$ cat src/deq_pkg.sv
// ----------------------------------------------------------------------------
// deq_pkg
// Types, codes and default sizes shared by the double-ended queue files.
// ----------------------------------------------------------------------------
`default_nettype none

package deq_pkg;

    // Default sizes of the entry store.
    localparam int DEPTH_DEFAULT      = 16;
    localparam int DATA_WIDTH_DEFAULT = 32;

    // Fixed widths of the request and response fields.
    localparam int REQ_W       = 3;
    localparam int ITEM_W      = 32;
    localparam int POS_W       = 4;
    localparam int STATUS_W    = 2;
    localparam int COUNT_OUT_W = 5;

    // Request codes; the remaining codes are ignored by the queue.
    typedef enum logic [REQ_W-1:0] {
        REQ_PUSH_BACK  = 3'd0,
        REQ_PUSH_FRONT = 3'd1,
        REQ_DROP_BACK  = 3'd2,
        REQ_DROP_FRONT = 3'd3,
        REQ_READ       = 3'd4
    } req_t;

    // Response status codes.
    typedef enum logic [STATUS_W-1:0] {
        ST_OK    = 2'd0,
        ST_FULL  = 2'd1,
        ST_EMPTY = 2'd2,
        ST_RANGE = 2'd3
    } status_t;

    // Commands from the controller to the datapath.
    typedef struct packed {
        logic accept;       // A request is taken at this edge.
        logic load_direct;  // Load the response register from the request.
        logic load_read;    // Load the response register from the memory read.
    } deq_cmd_t;

    // Status from the datapath to the controller.
    typedef struct packed {
        logic needs_read;   // The pending request is an in-range read.
    } deq_stat_t;

endpackage

`default_nettype wire

$ cat src/deq_if.sv
// ----------------------------------------------------------------------------
// deq_if
// Request and response channels of the double-ended queue.
// ----------------------------------------------------------------------------
`default_nettype none

// Request channel: one item is one queue operation.
interface deq_req_if;
    import deq_pkg::*;

    logic                     valid;
    logic                     ready;
    logic [REQ_W-1:0]         req_type;
    logic signed [ITEM_W-1:0] item_value;
    logic [POS_W-1:0]         position;

    modport source (output valid, output req_type, output item_value,
                    output position, input ready);
    modport sink (input valid, input req_type, input item_value,
                  input position, output ready);
endinterface

// Response channel: one item for every request.
interface deq_rsp_if;
    import deq_pkg::*;

    logic                     valid;
    logic                     ready;
    logic signed [ITEM_W-1:0] read_value;
    logic [STATUS_W-1:0]      status;
    logic [COUNT_OUT_W-1:0]   entry_count;
    logic                     queue_empty;

    modport source (output valid, output read_value, output status,
                    output entry_count, output queue_empty, input ready);
    modport sink (input valid, input read_value, input status,
                  input entry_count, input queue_empty, output ready);
endinterface

`default_nettype wire

$ cat src/deq_ctrl.sv
// ----------------------------------------------------------------------------
// deq_ctrl
// Controller of the double-ended queue: request acceptance, the memory
// read wait state and the response valid flag.
// ----------------------------------------------------------------------------
`default_nettype none

module deq_ctrl
    import deq_pkg::*;
(
    input  logic      clk,
    input  logic      rst_n,
    input  logic      in_valid,
    output logic      in_ready,
    output logic      out_valid,
    input  logic      out_ready,
    input  deq_stat_t stat,
    output deq_cmd_t  cmd
);

    typedef enum logic {
        S_IDLE,
        S_READ
    } state_t;

    state_t state_reg;
    state_t state_next;
    logic   out_valid_reg;
    logic   out_valid_next;
    logic   in_fire;

    // A request is taken when no read is in flight and the response
    // register is free or drains at this edge.
    assign in_ready = (state_reg == S_IDLE) && (!out_valid_reg || out_ready);
    assign in_fire  = in_valid && in_ready;

    // Commands to the datapath.
    always_comb
    begin
        cmd.accept      = in_fire;
        cmd.load_direct = in_fire && !stat.needs_read;
        cmd.load_read   = (state_reg == S_READ);
    end

    // Next state and response valid.
    always_comb
    begin
        state_next     = state_reg;
        out_valid_next = out_valid_reg;
        if (out_ready)
        begin
            out_valid_next = 1'b0;
        end
        case (state_reg)
            S_IDLE:
            begin
                if (in_fire && stat.needs_read)
                begin
                    state_next = S_READ;
                end
                else if (in_fire)
                begin
                    out_valid_next = 1'b1;
                end
            end
            S_READ:
            begin
                state_next     = S_IDLE;
                out_valid_next = 1'b1;
            end
            default:
            begin
                state_next = S_IDLE;
            end
        endcase
    end

    always_ff @(posedge clk or negedge rst_n)
    begin
        if (!rst_n)
        begin
            state_reg     <= S_IDLE;
            out_valid_reg <= 1'b0;
        end
        else
        begin
            state_reg     <= state_next;
            out_valid_reg <= out_valid_next;
        end
    end

    assign out_valid = out_valid_reg;

endmodule

`default_nettype wire

$ cat src/deq_datapath.sv
// ----------------------------------------------------------------------------
// deq_datapath
// Datapath of the double-ended queue: ring pointers, entry memory and the
// response register.
// ----------------------------------------------------------------------------
`default_nettype none

module deq_datapath
    import deq_pkg::*;
#(
    parameter int DEPTH      = DEPTH_DEFAULT,
    parameter int DATA_WIDTH = DATA_WIDTH_DEFAULT
)
(
    input  logic                          clk,
    input  logic                          rst_n,
    input  deq_cmd_t                      cmd,
    output deq_stat_t                     stat,
    input  logic [REQ_W-1:0]              req_type,
    input  logic signed [ITEM_W-1:0]      item_value,
    input  logic [POS_W-1:0]              position,
    output logic signed [ITEM_W-1:0]      read_value,
    output logic [STATUS_W-1:0]           status,
    output logic [COUNT_OUT_W-1:0]        entry_count,
    output logic                          queue_empty
);

    localparam int PTR_W = $clog2(DEPTH);
    localparam int CNT_W = $clog2(DEPTH + 1);
    localparam int SUM_W = ((PTR_W > POS_W) ? PTR_W : POS_W) + 1;
    localparam int CMP_W = (CNT_W > POS_W) ? CNT_W : POS_W;

    localparam logic [PTR_W-1:0] LAST_SLOT  = PTR_W'(DEPTH - 1);
    localparam logic [CNT_W-1:0] FULL_COUNT = CNT_W'(DEPTH);
    localparam logic [SUM_W-1:0] DEPTH_SUM  = SUM_W'(DEPTH);

    logic [DATA_WIDTH-1:0]    mem [DEPTH];
    logic [DATA_WIDTH-1:0]    rd_data_reg;
    logic [PTR_W-1:0]         front_reg;
    logic [PTR_W-1:0]         front_next;
    logic [CNT_W-1:0]         count_reg;
    logic [CNT_W-1:0]         count_next;
    logic [PTR_W-1:0]         back_slot;
    logic [PTR_W-1:0]         read_slot;
    logic [PTR_W-1:0]         wr_addr;
    logic                     wr_en;
    logic [DATA_WIDTH-1:0]    store_word;
    logic                     pos_in_range;
    status_t                  req_status;
    logic signed [ITEM_W-1:0] rsp_value_reg;
    status_t                  rsp_status_reg;
    logic [COUNT_OUT_W-1:0]   rsp_count_reg;
    logic                     rsp_empty_reg;

    // Slot that lies offset places after the front, modulo the depth.
    // The offset is always below the depth where the slot is used.
    function automatic logic [PTR_W-1:0] wrap_add(input logic [PTR_W-1:0] base,
                                                  input logic [SUM_W-1:0] offset);
        logic [SUM_W-1:0] sum;
        sum = SUM_W'(base) + offset;
        if (sum >= DEPTH_SUM)
        begin
            sum = sum - DEPTH_SUM;
        end
        return sum[PTR_W-1:0];
    endfunction

    assign back_slot    = wrap_add(front_reg, SUM_W'(count_reg));
    assign read_slot    = wrap_add(front_reg, SUM_W'(position));
    assign pos_in_range = CMP_W'(position) < CMP_W'(count_reg);
    assign store_word   = DATA_WIDTH'($unsigned(item_value));

    // Decode the request against the current ring state.
    always_comb
    begin
        front_next      = front_reg;
        count_next      = count_reg;
        wr_en           = 1'b0;
        wr_addr         = back_slot;
        req_status      = ST_OK;
        stat.needs_read = 1'b0;
        case (req_type)
            REQ_PUSH_BACK:
            begin
                if (count_reg == FULL_COUNT)
                begin
                    req_status = ST_FULL;
                end
                else
                begin
                    wr_en      = 1'b1;
                    count_next = count_reg + 1'b1;
                end
            end
            REQ_PUSH_FRONT:
            begin
                if (count_reg == FULL_COUNT)
                begin
                    req_status = ST_FULL;
                end
                else
                begin
                    front_next = (front_reg == '0) ? LAST_SLOT : front_reg - 1'b1;
                    wr_addr    = front_next;
                    wr_en      = 1'b1;
                    count_next = count_reg + 1'b1;
                end
            end
            REQ_DROP_BACK:
            begin
                if (count_reg == '0)
                begin
                    req_status = ST_EMPTY;
                end
                else
                begin
                    count_next = count_reg - 1'b1;
                end
            end
            REQ_DROP_FRONT:
            begin
                if (count_reg == '0)
                begin
                    req_status = ST_EMPTY;
                end
                else
                begin
                    front_next = (front_reg == LAST_SLOT) ? '0 : front_reg + 1'b1;
                    count_next = count_reg - 1'b1;
                end
            end
            REQ_READ:
            begin
                if (pos_in_range)
                begin
                    stat.needs_read = 1'b1;
                end
                else
                begin
                    req_status = ST_RANGE;
                end
            end
            default:
            begin
                // Unused codes leave the queue as it is.
            end
        endcase
    end

    // Ring pointer and entry count.
    always_ff @(posedge clk or negedge rst_n)
    begin
        if (!rst_n)
        begin
            front_reg <= '0;
            count_reg <= '0;
        end
        else if (cmd.accept)
        begin
            front_reg <= front_next;
            count_reg <= count_next;
        end
    end

    // Entry memory with one write port and a registered read port.
    always_ff @(posedge clk)
    begin
        if (cmd.accept && wr_en)
        begin
            mem[wr_addr] <= store_word;
        end
        if (cmd.accept)
        begin
            rd_data_reg <= mem[read_slot];
        end
    end

    // Response register, loaded straight from the request or, in the cycle
    // after the request is taken, from the memory read.
    always_ff @(posedge clk)
    begin
        if (cmd.load_direct)
        begin
            rsp_value_reg  <= '0;
            rsp_status_reg <= req_status;
            rsp_count_reg  <= COUNT_OUT_W'(count_next);
            rsp_empty_reg  <= (count_next == '0);
        end
        else if (cmd.load_read)
        begin
            rsp_value_reg  <= ITEM_W'($signed(rd_data_reg));
            rsp_status_reg <= ST_OK;
            rsp_count_reg  <= COUNT_OUT_W'(count_reg);
            rsp_empty_reg  <= (count_reg == '0);
        end
    end

    assign read_value  = rsp_value_reg;
    assign status      = rsp_status_reg;
    assign entry_count = rsp_count_reg;
    assign queue_empty = rsp_empty_reg;

endmodule

`default_nettype wire

$ cat src/double_ended_queue.sv
// ----------------------------------------------------------------------------
// double_ended_queue
// Bounded double-ended queue of words kept in a ring buffer.
// ----------------------------------------------------------------------------
// Each request item pushes a word at the back or front, drops the back or
// front entry, or reads the entry at a position counted from the front, and
// yields exactly one response item with the read value, a status code, the
// entry count and an empty flag. Illegal requests are flagged and leave the
// queue unchanged. Pushes, drops, out-of-range reads and unused codes load
// the response register from the request, so they run back to back while
// responses are taken at once; an in-range read waits on the registered read
// port of the entry memory. A new request is taken while the previous
// response is handed over in the same cycle. No clearing pass follows reset.
`default_nettype none

module double_ended_queue
    import deq_pkg::*;
#(
    parameter int DEPTH      = DEPTH_DEFAULT,
    parameter int DATA_WIDTH = DATA_WIDTH_DEFAULT
)
(
    input  logic        clk,
    input  logic        rst_n,
    deq_req_if.sink     req,
    deq_rsp_if.source   rsp
);

    deq_cmd_t  cmd;
    deq_stat_t stat;

    // Request sequencing and response handshake.
    deq_ctrl u_ctrl (
        .clk       (clk),
        .rst_n     (rst_n),
        .in_valid  (req.valid),
        .in_ready  (req.ready),
        .out_valid (rsp.valid),
        .out_ready (rsp.ready),
        .stat      (stat),
        .cmd       (cmd)
    );

    // Ring pointers, entry memory and response register.
    deq_datapath #(
        .DEPTH      (DEPTH),
        .DATA_WIDTH (DATA_WIDTH)
    ) u_datapath (
        .clk         (clk),
        .rst_n       (rst_n),
        .cmd         (cmd),
        .stat        (stat),
        .req_type    (req.req_type),
        .item_value  (req.item_value),
        .position    (req.position),
        .read_value  (rsp.read_value),
        .status      (rsp.status),
        .entry_count (rsp.entry_count),
        .queue_empty (rsp.queue_empty)
    );

endmodule

`default_nettype wire

$ cat src/flat_wrapper.sv
// flat-port wrapper written by rule: the top's interface ports become plain ports
module double_ended_queue_flat import deq_pkg::*;
#(
    parameter int DEPTH      = DEPTH_DEFAULT,
    parameter int DATA_WIDTH = DATA_WIDTH_DEFAULT
)
  (clk, rst_n, req_valid, req_req_type, req_item_value, req_position, req_ready, rsp_valid, rsp_read_value, rsp_status, rsp_entry_count, rsp_queue_empty, rsp_ready);
  deq_req_if req_i ();
  deq_rsp_if rsp_i ();
  input  logic clk;
  input  logic rst_n;
  input wire logic [$bits(req_i.valid)-1:0] req_valid;
  input wire logic [$bits(req_i.req_type)-1:0] req_req_type;
  input wire logic [$bits(req_i.item_value)-1:0] req_item_value;
  input wire logic [$bits(req_i.position)-1:0] req_position;
  output wire logic [$bits(req_i.ready)-1:0] req_ready;
  output wire logic [$bits(rsp_i.valid)-1:0] rsp_valid;
  output wire logic [$bits(rsp_i.read_value)-1:0] rsp_read_value;
  output wire logic [$bits(rsp_i.status)-1:0] rsp_status;
  output wire logic [$bits(rsp_i.entry_count)-1:0] rsp_entry_count;
  output wire logic [$bits(rsp_i.queue_empty)-1:0] rsp_queue_empty;
  input wire logic [$bits(rsp_i.ready)-1:0] rsp_ready;
  assign req_i.valid = req_valid;
  assign req_i.req_type = req_req_type;
  assign req_i.item_value = req_item_value;
  assign req_i.position = req_position;
  assign req_ready = req_i.ready;
  assign rsp_valid = rsp_i.valid;
  assign rsp_read_value = rsp_i.read_value;
  assign rsp_status = rsp_i.status;
  assign rsp_entry_count = rsp_i.entry_count;
  assign rsp_queue_empty = rsp_i.queue_empty;
  assign rsp_i.ready = rsp_ready;
  double_ended_queue #(.DEPTH(DEPTH), .DATA_WIDTH(DATA_WIDTH)) u_core (.clk(clk), .rst_n(rst_n), .req(req_i), .rsp(rsp_i));
endmodule
$ cat config.mk
export PLATFORM = sky130hd
export DESIGN_NAME = double_ended_queue_flat
export DESIGN_NICKNAME = d
export VERILOG_FILES = /design/src/deq_pkg.sv /design/src/deq_if.sv /design/src/deq_ctrl.sv /design/src/deq_datapath.sv /design/src/double_ended_queue.sv /design/src/flat_wrapper.sv
export SDC_FILE = /design/constraint.sdc
export NUM_CORES = 1
export LEC_CHECK = 0
export ABC_AREA = 1
export CAP_MARGIN = 10
export CORE_MARGIN = 5
export CORE_UTILIZATION = 50
export CTS_BUF_LIST = sky130_fd_sc_hd__clkbuf_16
export CTS_CLUSTER_SIZE = 10
export DETAILED_ROUTE_END_ITERATION = 6
export DONT_BUFFER_PORTS = 1
export HOLD_SLACK_MARGIN = 0.02
export PLACE_DENSITY = 0.7
export SETUP_SLACK_MARGIN = 0.3
export SLEW_MARGIN = 10
export SYNTH_ARGS = -nofsm -noshare
export SYNTH_HDL_FRONTEND = slang
export SYNTH_SLANG_ARGS = --single-unit
$ cat constraint.sdc
create_clock -name clk -period 6.9 [get_ports clk]
set_input_delay 1.38 -clock clk [delete_from_list [all_inputs] [get_ports clk]]
set_output_delay 1.38 -clock clk [all_outputs]
set_load 0.005 [all_outputs]
# ---- After elaboration in Yosys (flattened, before gate mapping)
# Memory sizes are Yosys's and may differ from the RTL's. A register that Yosys moved wholly into a read port is not among the register bits.
# Cells that the tools add are included.
dict set report op_classes {
  addsub 8
  n_div 0
  mux 34
  reduce_logical 17
  n_mul 0
  shifts 0
  n_lt_le_gt_ge 3
  bitwise 1
  eq_ne 8
}
# op n
set op_table {}
lappend op_table {{two-way mux 4 bit} 8}
lappend op_table {{two-way mux 5 bit} 4}
lappend op_table {{two-way mux 1 bit} 13}
lappend op_table {{subtractor 4 x 1 -> 4 bit, second input constant} 3}
lappend op_table {{>= comparator 5 bit, second input constant} 2}
lappend op_table {{zero test 5 bit} 2}
lappend op_table {{case mux 5 bit (2 select lines)} 1}
lappend op_table {{two-way mux 2 bit} 4}
lappend op_table {{case mux 4 bit (2 select lines)} 1}
lappend op_table {{equality test 3 x 2 -> 1 bit, second input constant} 2}
lappend op_table {{case mux 2 bit (3 select lines)} 1}
lappend op_table {{adder 4 x 4 -> 5 bit} 1}
lappend op_table {{adder 4 x 5 -> 5 bit} 1}
lappend op_table {{adder 5 x 1 -> 5 bit, second input constant} 1}
lappend op_table {{equality test 5 bit, second input constant} 1}
lappend op_table {{logical AND 1 bit} 5}
lappend op_table {{less-than comparator 4 x 5 -> 1 bit} 1}
lappend op_table {{subtractor 5 x 1 -> 5 bit, second input constant} 1}
lappend op_table {{adder 4 x 1 -> 4 bit, second input constant} 1}
lappend op_table {{equality test 4 bit, second input constant} 1}
lappend op_table {{zero test 4 bit} 1}
lappend op_table {{!= test 2 bit, second input constant} 2}
lappend op_table {{case mux 1 bit (2 select lines)} 2}
lappend op_table {{AND reduction 4 bit} 1}
lappend op_table {{8 further kinds} 11}
dict set report totals {
  output_inout_bits 42
  mem_bits_ro 0
  ram_bits 512
  reg_bits 51
  word_cells 80
  memories 1
  latchBits 0
  in_bits 43
}
# memory words width read_ports rd_ports_with_merged_regs wr line_no
set memory_table {}
lappend memory_table {u_core.u_datapath.mem 16 32 1 1 1 deq_datapath.sv:37} ;# logic [DATA_WIDTH-1:0] mem [DEPTH];

# ---- Logic depth before layout (Yosys ltp)
# Gate-level depths: netlist of run 1.
dict set report depth {
  word_depth 7
  depth_mapped 11
  mapped_depth_nobuf 11
}

# ---- Hierarchy
# A second synthesis of run 1 with hierarchy kept.
dict set report unflattened {
  hier_cells 2031
  hier_area_um2 24456.0
}
# mod instances area_each_um2 seq_area_each_um2 cells_each
set modules_own_cells {}
lappend modules_own_cells {deq_datapath 1 24332.1 17441.7 2015}
lappend modules_own_cells {deq_ctrl 1 123.9 50.0 16}

# ---- Worst setup path after synthesis of run 1
# No wires, ideal clock.
dict set report synth_path {
  path_type {input to register}
  start {input req_req_type[2]}
  end {memory u_core.u_datapath.mem[10][0] in the netlist's numbering (enable)}
  setup_time_ps 421
  required_ps 6479
  slack_ps 2808
  arrival_ps 3671
  n_path_buf 1
  cell_stages 6
  path_cell_list {buf_4 -> nor3_2 -> nand2_2 -> o21ai_0 -> nand3_1 -> nor2_1}
}
dict set report synth_between {
  elab_chain_cells 6
}
# item line_no
set synth_lines {}
lappend synth_lines {{start, declared} flat_wrapper.sv:13} ;# input wire logic [$bits(req_i.req_type)-1:0] req_req_type;
lappend synth_lines {{equality test 3 x 1 -> 1 bit or zero test 3 bit (tied branches)} deq_datapath.sv:82} ;# case (req_type)
lappend synth_lines {{OR reduction 2 bit (no line)} --}
lappend synth_lines {{two-way mux 1 bit} --}
lappend synth_lines {{logical AND 1 bit} deq_datapath.sv:168} ;# if (cmd.accept && wr_en)
lappend synth_lines {{two-way mux 1 bit} deq_datapath.sv:168}
lappend synth_lines {{two-way mux 1 bit (not written as such)} deq_datapath.sv:170} ;# mem[wr_addr] <= store_word;
lappend synth_lines {{end, declared} deq_datapath.sv:37}
# Parallel ways exist; a longest one is shown, timed or not.

# ---- Final worst setup path of run 1
dict set report layout_path {
  start {input req_position[0]}
  end {register u_core.u_datapath.rd_data_reg[22], read port of u_core.u_datapath.mem, data pin}
}
dict set report layout_between {
  elab_chain_cells 3
}
# item line_no
set layout_lines {}
lappend layout_lines {{start, declared} flat_wrapper.sv:15} ;# input wire logic [$bits(req_i.position)-1:0] req_position;
lappend layout_lines {{adder 4 x 4 -> 5 bit *} deq_datapath.sv:60} ;# sum = SUM_W'(base) + offset;
lappend layout_lines {{subtractor 4 x 1 -> 4 bit or >= comparator 5 bit (tied branches)} {deq_datapath.sv:63, deq_datapath.sv:61}}
lappend layout_lines {{two-way mux 4 bit *} deq_datapath.sv:61} ;# if (sum >= DEPTH_SUM)
lappend layout_lines {{end, declared} deq_datapath.sv:38} ;# logic [DATA_WIDTH-1:0] rd_data_reg;
# Every way passes the cells marked *; elsewhere a longest branch is shown, timed or not.
# A chain may end at the register's enable or synchronous reset.

==> flow_summary_export.csv, run 1 <==
group,metric,value,unit
clock_tree,root_buffer,"clkbuf_16",
placement,gp_congestion,0.796,
synth,syn_area_per_cell,14.2,um^2
placement,hpwl,27700,um
timing,fmax,267,MHz
clock_tree,cts-resized-gates,0,
detailed_routing,routed_wl,52700,um
power_and_ir_drop,power,11.7,mW
timing,finalSetupTns,0,ns
global_routing,grt-ovfl-total,0,
cells_and_area,nNetsFinal,1755,
detailed_routing,remaining_drc_errors,0,
power_and_ir_drop,intPower,7.57,mW
critical_path,crit_cells,8,
power_and_ir_drop,power.density,439,mW/mm^2
timing,maxSlewViolCount,0,
global_routing,grt_pass1_wl,80700,um
critical_path,crit_arrival,4.07,ns
synth,synthAdderAreaFrac,0.00842,
global_routing,grtUsageTotal,0.200,
global_routing,first_global_vias,13445,
cells_and_area,drive_gt1_frac,0.0796,
timing,setup_ws,3.15,ns
floorplan,core_area,0.0476,mm^2
outcome,status,"completed",
synth,synth_seq_cells,595,
floorplan,die_h,229,um
placement,place_ws,2.56,ns
clock_tree,clk_latency,0.59,ns
power_and_ir_drop,netSwitchingPower,4.15,mW
global_routing,antenna_found_initial,0,
critical_path,critPathBufInv,3,
critical_path,rr_worst_depth,8,
global_routing,grt_max_degree,158,
detailed_routing,first_pass_iters,5,
run,max_cap_viol_count,0,
clock_tree,cts_sinks,595,
floorplan,fp.dieArea,0.0526,mm^2
cells_and_area,fin_util,0.560,
cells_and_area,final_cell_mix,"edfxtp_1 (552), inv_1 (198), mux2i_1 (160)",
cells_and_area,finalNonFillerCells,2361,
floorplan,rows,80,
synth,synth_nets,1756,
synth,synth_warnings,0,
critical_path,crit_fanout,83,
critical_path,crit_start,"req_position[0]",
clock_tree,post_cts.repair.setup_buffers,0,
clock_tree,clockBufferDepth,3,
placement,port_buffers,0,
power_and_ir_drop,power.share.clock,0.276,
critical_path,critPathRequiredTime,7.22,ns
detailed_routing,first_iter_violations,1262,
power_and_ir_drop,swShare,0.354,
timing,hold_violations,0,
placement,placedInstanceArea,0.0247,mm^2
timing,hold_ws,0.482,ns
detailed_routing,dr_total_vias,13517,
clock_tree,cts_tree,"done",
timing,skew,0.0147,ns
cells_and_area,area_growth,10.9,%
critical_path,worstSetupStartpointType,"input port",
critical_path,crit_path_cell_trace,"ha_4, inv_1, fa_4, inv_4, buf_4, o211ai_1, nand3_1, o21ai_1",
floorplan,die_w,229,um
synth,yosysUniqueCellTypes,36,
clock_tree,clk_pin_slew_worst_paths,0.05,ns
synth,synth_compound_area_frac,0.107,
cells_and_area,n_antenna_cell,0,
power_and_ir_drop,ir_drop,422,uV
synth,yosysSeqAreaShare,0.727,
critical_path,crit_family,"buffers and inverters",
timing,slew_headroom,0.297,
synth,netlist_area,0.0241,mm^2
cells_and_area,final_common_cell,"edfxtp_1",
cells_and_area,finalInstanceArea,0.0267,mm^2
hold_path,hp-class,"input port to asynchronous set/reset pin",
timing,finalSetupViolCount,0,
power_and_ir_drop,comb_power_share,0.340,
detailed_routing,via_per_inst,5.73,
detailed_routing,antenna_left,0,
timing,rsz0062_at_grt,"false",
critical_path,endpoint_kind,"flop",
synth,yosys.area_share.simple,0.0373,
synth,synth_top_family_by_area,"compound AO/OA/AOI/OAI gates",
critical_path,worstReg2RegStart,"u_core.u_datapath.count_reg[1]",
timing,fin_crit_sh,0.543,
critical_path,criticalPathCategory,"input port to flop",
critical_path,slowest_stage,"inv_4",
clock_tree,hold_buffers,0,
power_and_ir_drop,power.leakage,9.48,nW
synth,synthXorXnorAreaFrac,0.00546,
synth,synthMuxAreaShare,0.0665,
clock_tree,cts_buffers,69,
detailed_routing,wire_per_inst,22.3,um
timing,finalCriticalPeriod,3.75,ns
floorplan,io_pins,85,
cells_and_area,largest_reg_flops,512,
synth,netlist_instances,1698,
timing,tightestPinTransition,1.05,ns
placement,dp_cells,2241,
critical_path,cp_slowest_stage_delay,0.77,ns
clock_tree,cts.htree.levels,3,
floorplan,start_util,0.505,
power_and_ir_drop,seq_power_share,0.384,
-- kinds of logic after synthesis --
group	after synthesis
compound gates	447
xor+xnor	12
fa+ha+maj	15
buf+inv	260
flops	595
mux	160
simple gates	209
-- path summary, 6_finish.rpt --
check	to	slack, ns
max	u_core.u_datapath.rd_data_reg[22]	3.15
min	u_core.u_datapath.front_reg[1]	0.48
max reg2reg	u_core.u_datapath.mem[6][9]	3.33
min reg2reg	u_core.u_datapath.read_value[4]	0.50
max in group asynchronous	u_core.u_ctrl.state_reg	6.33
min in group clk	u_core.u_datapath.read_value[4]	0.50
-- layer usage --
layer	wire, um	vias to the layer above	global-route usage	share of wire
met1	21900	6706	0.260	0.42
met2	25800	416	0.333	0.49
met3	3840	84	0.0498	0.073
li1	-	6311	-	-
met5	0	-	0	0
met4	1130	0	0.0639	0.021
-- cell type report --
| class | count | area (um^2) |
|---|---|---|
| Inverter | 160 | 603 |
| Clock buffer | 73 | 1830 |
| Timing Repair Buffer | 28 | 235 |
| Tap cell | 615 | 769 |
| Multi-Input combinational cell | 843 | 5560 |
| Fill cell | 3662 | 21000 |
| Sequential cell | 595 | 17500 |
| Clock inverter | 47 | 204 |
-- power by group through the flow --
stage / registers (mW) / logic (mW) / clock network [mW]
4_1_cts: 4.51 / 4.00 / 3.30
5_1_grt: 4.52 / 4.44 / 3.47
6_report: 4.51 / 3.99 / 3.24
2_1_floorplan: 4.49 / 3.11 / 0
3_5_place_dp: 4.58 / 3.99 / 0
3_3_place_gp: 4.57 / 3.90 / 0
-- synth_stat cells --
cell type	number	share of area
a21oi_1	133	0.028
a21oi_2	1	0.00036
a22oi_1	1	0.00031
buf_1	7	0.0011
buf_2	20	0.0042
buf_4	7	0.0022
buf_6	11	0.0051
buf_8	6	0.0037
clkbuf_1	46	0.0072
clkbuf_2	3	0.00062
dfrtp_1	11	0.011
dfxtp_1	32	0.027
edfxtp_1	552	0.69
fa_1	2	0.0017
ha_1	13	0.0068
inv_1	157	0.024
inv_2	3	0.00047
mux2i_1	160	0.067
nand2_1	75	0.012
nand2_2	1	0.00026
nand3_1	59	0.012
nand3_2	1	0.00042
nand4_1	5	0.0013
nor2_1	61	0.0095
nor2_2	1	0.00026
nor3_1	3	0.00062
nor3_2	1	0.00042
o211ai_1	129	0.040
o21ai_0	145	0.030
o21ai_1	36	0.0075
o22ai_1	2	0.00052
or2_2	2	0.00052
xnor2_1	4	0.0015
xnor2_2	1	0.00068
xnor2_4	1	0.0011
xor2_1	6	0.0022
-- worst reg2reg max path: stages, from the launching register on --
cell,delay [ns]
dfrtp_1,0.48
inv_1,0.19
ha_1,0.29
nand3_2,0.16
nand2_2,0.11
o21ai_0,0.32
nand3_1,0.39
nor2_4,0.75
buf_4,0.50
(Power assumes the default switching activity.)
==> inputs of run 2 (changes only) <==
Settings changed: PLACE_DENSITY 0.7 to 0.73.
Clock period 6.9 ns to 3.1 ns, I/O delays scaled along.
==> run 2 against run 1 <==
Compared with the run above:
- combinational power increased by 150%
- setup slack got worse by 2.7 ns
- global-route usage about the same
- critical endpoint is now u_core.u_datapath.rd_data_reg[15]
==> flow_summary_export.csv, run 2 (same netlist as run 1, synthesis figures left out) <==
group,metric,value,unit
floorplan,die_w,229,um
floorplan,rows,80,
clock_tree,clockBufferDepth,3,
clock_tree,cts_tree,"done",
detailed_routing,via_per_inst,5.74,
cells_and_area,num-fill-cells,3594,
critical_path,critPathRequiredTime,3.43,ns
clock_tree,clk_pin_slew_worst_paths,0.06,ns
timing,skew,0.0149,ns
detailed_routing,first_iter_violations,1557,
global_routing,grtUsageTotal,0.199,
power_and_ir_drop,comb_power_share,0.362,
power_and_ir_drop,power.density,991,mW/mm^2
timing,maxSlewViolCount,0,
global_routing,antenna_found_initial,1,
floorplan,die_h,229,um
placement,gp_congestion,0.830,
cells_and_area,final_cell_mix,"edfxtp_1 (552), inv_1 (204), mux2i_1 (160)",
timing,finalSetupViolCount,0,
cells_and_area,finalInstanceArea,0.0273,mm^2
power_and_ir_drop,netSwitchingPower,9.74,mW
hold_path,hp-class,"input port to flop",
detailed_routing,first_pass_iters,5,
clock_tree,clk_latency,0.60,ns
floorplan,fp.dieArea,0.0526,mm^2
timing,rsz0062_at_grt,"true",
power_and_ir_drop,power,27.1,mW
cells_and_area,n_antenna_cell,0,
clock_tree,cts.htree.levels,3,
power_and_ir_drop,intPower,17.4,mW
critical_path,crit_arrival,3.03,ns
floorplan,core_area,0.0476,mm^2
clock_tree,post_cts.repair.setup_buffers,0,
timing,finalSetupTns,0,ns
run,max_cap_viol_count,0,
timing,hold_ws,0.119,ns
cells_and_area,final_common_cell,"edfxtp_1",
timing,slew_headroom,0.473,
placement,hpwl,30900,um
detailed_routing,remaining_drc_errors,0,
clock_tree,cts_buffers,70,
timing,fin_crit_sh,0.869,
detailed_routing,routed_wl,53200,um
global_routing,first_global_vias,13808,
global_routing,grt_max_degree,102,
placement,placedInstanceArea,0.0252,mm^2
detailed_routing,antenna_left,0,
critical_path,worstSetupStartpointType,"flop",
power_and_ir_drop,power.leakage,9.81,nW
cells_and_area,nNetsFinal,1797,
placement,port_buffers,0,
critical_path,crit_fanout,45,
clock_tree,root_buffer,"clkbuf_16",
power_and_ir_drop,power.share.clock,0.269,
clock_tree,cts_sinks,595,
timing,hold_violations,0,
cells_and_area,largest_reg_flops,512,
outcome,status,"completed",
global_routing,grt_pass1_wl,81500,um
cells_and_area,area_growth,13.6,%
floorplan,start_util,0.505,
timing,finalCriticalPeriod,2.69,ns
floorplan,io_pins,85,
power_and_ir_drop,swShare,0.359,
power_and_ir_drop,seq_power_share,0.369,
critical_path,criticalPathCategory,"flop to flop",
cells_and_area,drive_gt1_frac,0.103,
critical_path,endpoint_kind,"flop",
power_and_ir_drop,ir_drop,840,uV
timing,fmax,371,MHz
global_routing,grt-ovfl-total,0,
detailed_routing,wire_per_inst,22.1,um
timing,tightestPinTransition,0.785,ns
detailed_routing,dr_total_vias,13827,
[run 2: cell types whose count changed in the layout (fill, tap and decap cells not counted), sizes merged]
cell	previous run	this run
dlygate4sd3	0	1
inv	206	213
clkinv	1	2
buf	28	68
[run 2: layout make-up]
cell class                      instances  area [um^2]  area share
Clock buffer                           73         1830      0.0668
Clock inverter                         55          239     0.00874
Inverter                              160          603      0.0221
Multi-Input combinational cell        843         5570       0.204
Sequential cell                       595        17500       0.640
Tap cell                              615          769      0.0281
Timing Repair Buffer                   69          840      0.0307
[run 2: final timing paths]
path	startpoint	end	slack, ns	cells after the start
setup / recovery	u_core.u_datapath.front_reg[0]	u_core.u_datapath.rd_data_reg[15]	0.41	9
hold / removal	req_item_value[8]	u_core.u_datapath.mem[14][8]	0.12	0
setup reg to reg	u_core.u_datapath.front_reg[0]	u_core.u_datapath.rd_data_reg[15]	0.41	9
hold reg to reg	u_core.u_datapath.rd_data_reg[7]	u_core.u_datapath.read_value[7]	0.50	2
max in group asynchronous	rst_n	u_core.u_ctrl.state_reg	2.22	1
min in group asynchronous	rst_n	u_core.u_datapath.front_reg[2]	0.47	1
[run 2: layer usage]
layer  global-route usage  wire (um)  vias up
li1                     -          -     6391
met1                0.263      21900     6833
met2                0.329      26000      500
met3               0.0420       3760      103
met4               0.0750       1530        0
met5                    0          0        -
[run 2: critical path: stages, from the launching register on]
cell and delay (ns):
dfrtp_1 0.47, ha_4 0.18, inv_1 0.05, fa_4 0.87, buf_12 0.29, a21oi_1 0.08
o21ai_0 0.12, o211ai_1 0.19, nand2_1 0.11, o21ai_1 0.06
[run 2: stage by stage]
step | setup WS, ns | instances | util
floorplan | 0.223 | 1698 | -
finish | 0.406 | 2410 | 0.574
global route | 0.278 | 2410 | 0.574
CTS | 0.337 | 2410 | 0.573
global placement | 0.232 | 2281 | 0.530
detailed placement | 0.210 | 2281 | 0.530
[run 2: power by group through the flow]
stage / Clock (mW) / Combinational [mW] / Sequential, mW
detailed placement: 0 / 9.70 / 10.2
CTS: 7.40 / 9.80 / 9.99
global route: 7.76 / 10.8 / 10.0
floorplan: 0 / 6.98 / 9.99
global placement: 0 / 9.45 / 10.1
finish: 7.28 / 9.82 / 10.0
[run 2: repair_timing]
| item | CTS | global route |
|---|---|---|
| gates cloned | 0 | 0 |
| hold buffers | 1 | 0 |
| resized for setup | 2 | 11 |
| endpoints found under the setup margin | 179 | 397 |
| endpoints found under the hold margin | 11 | 0 |
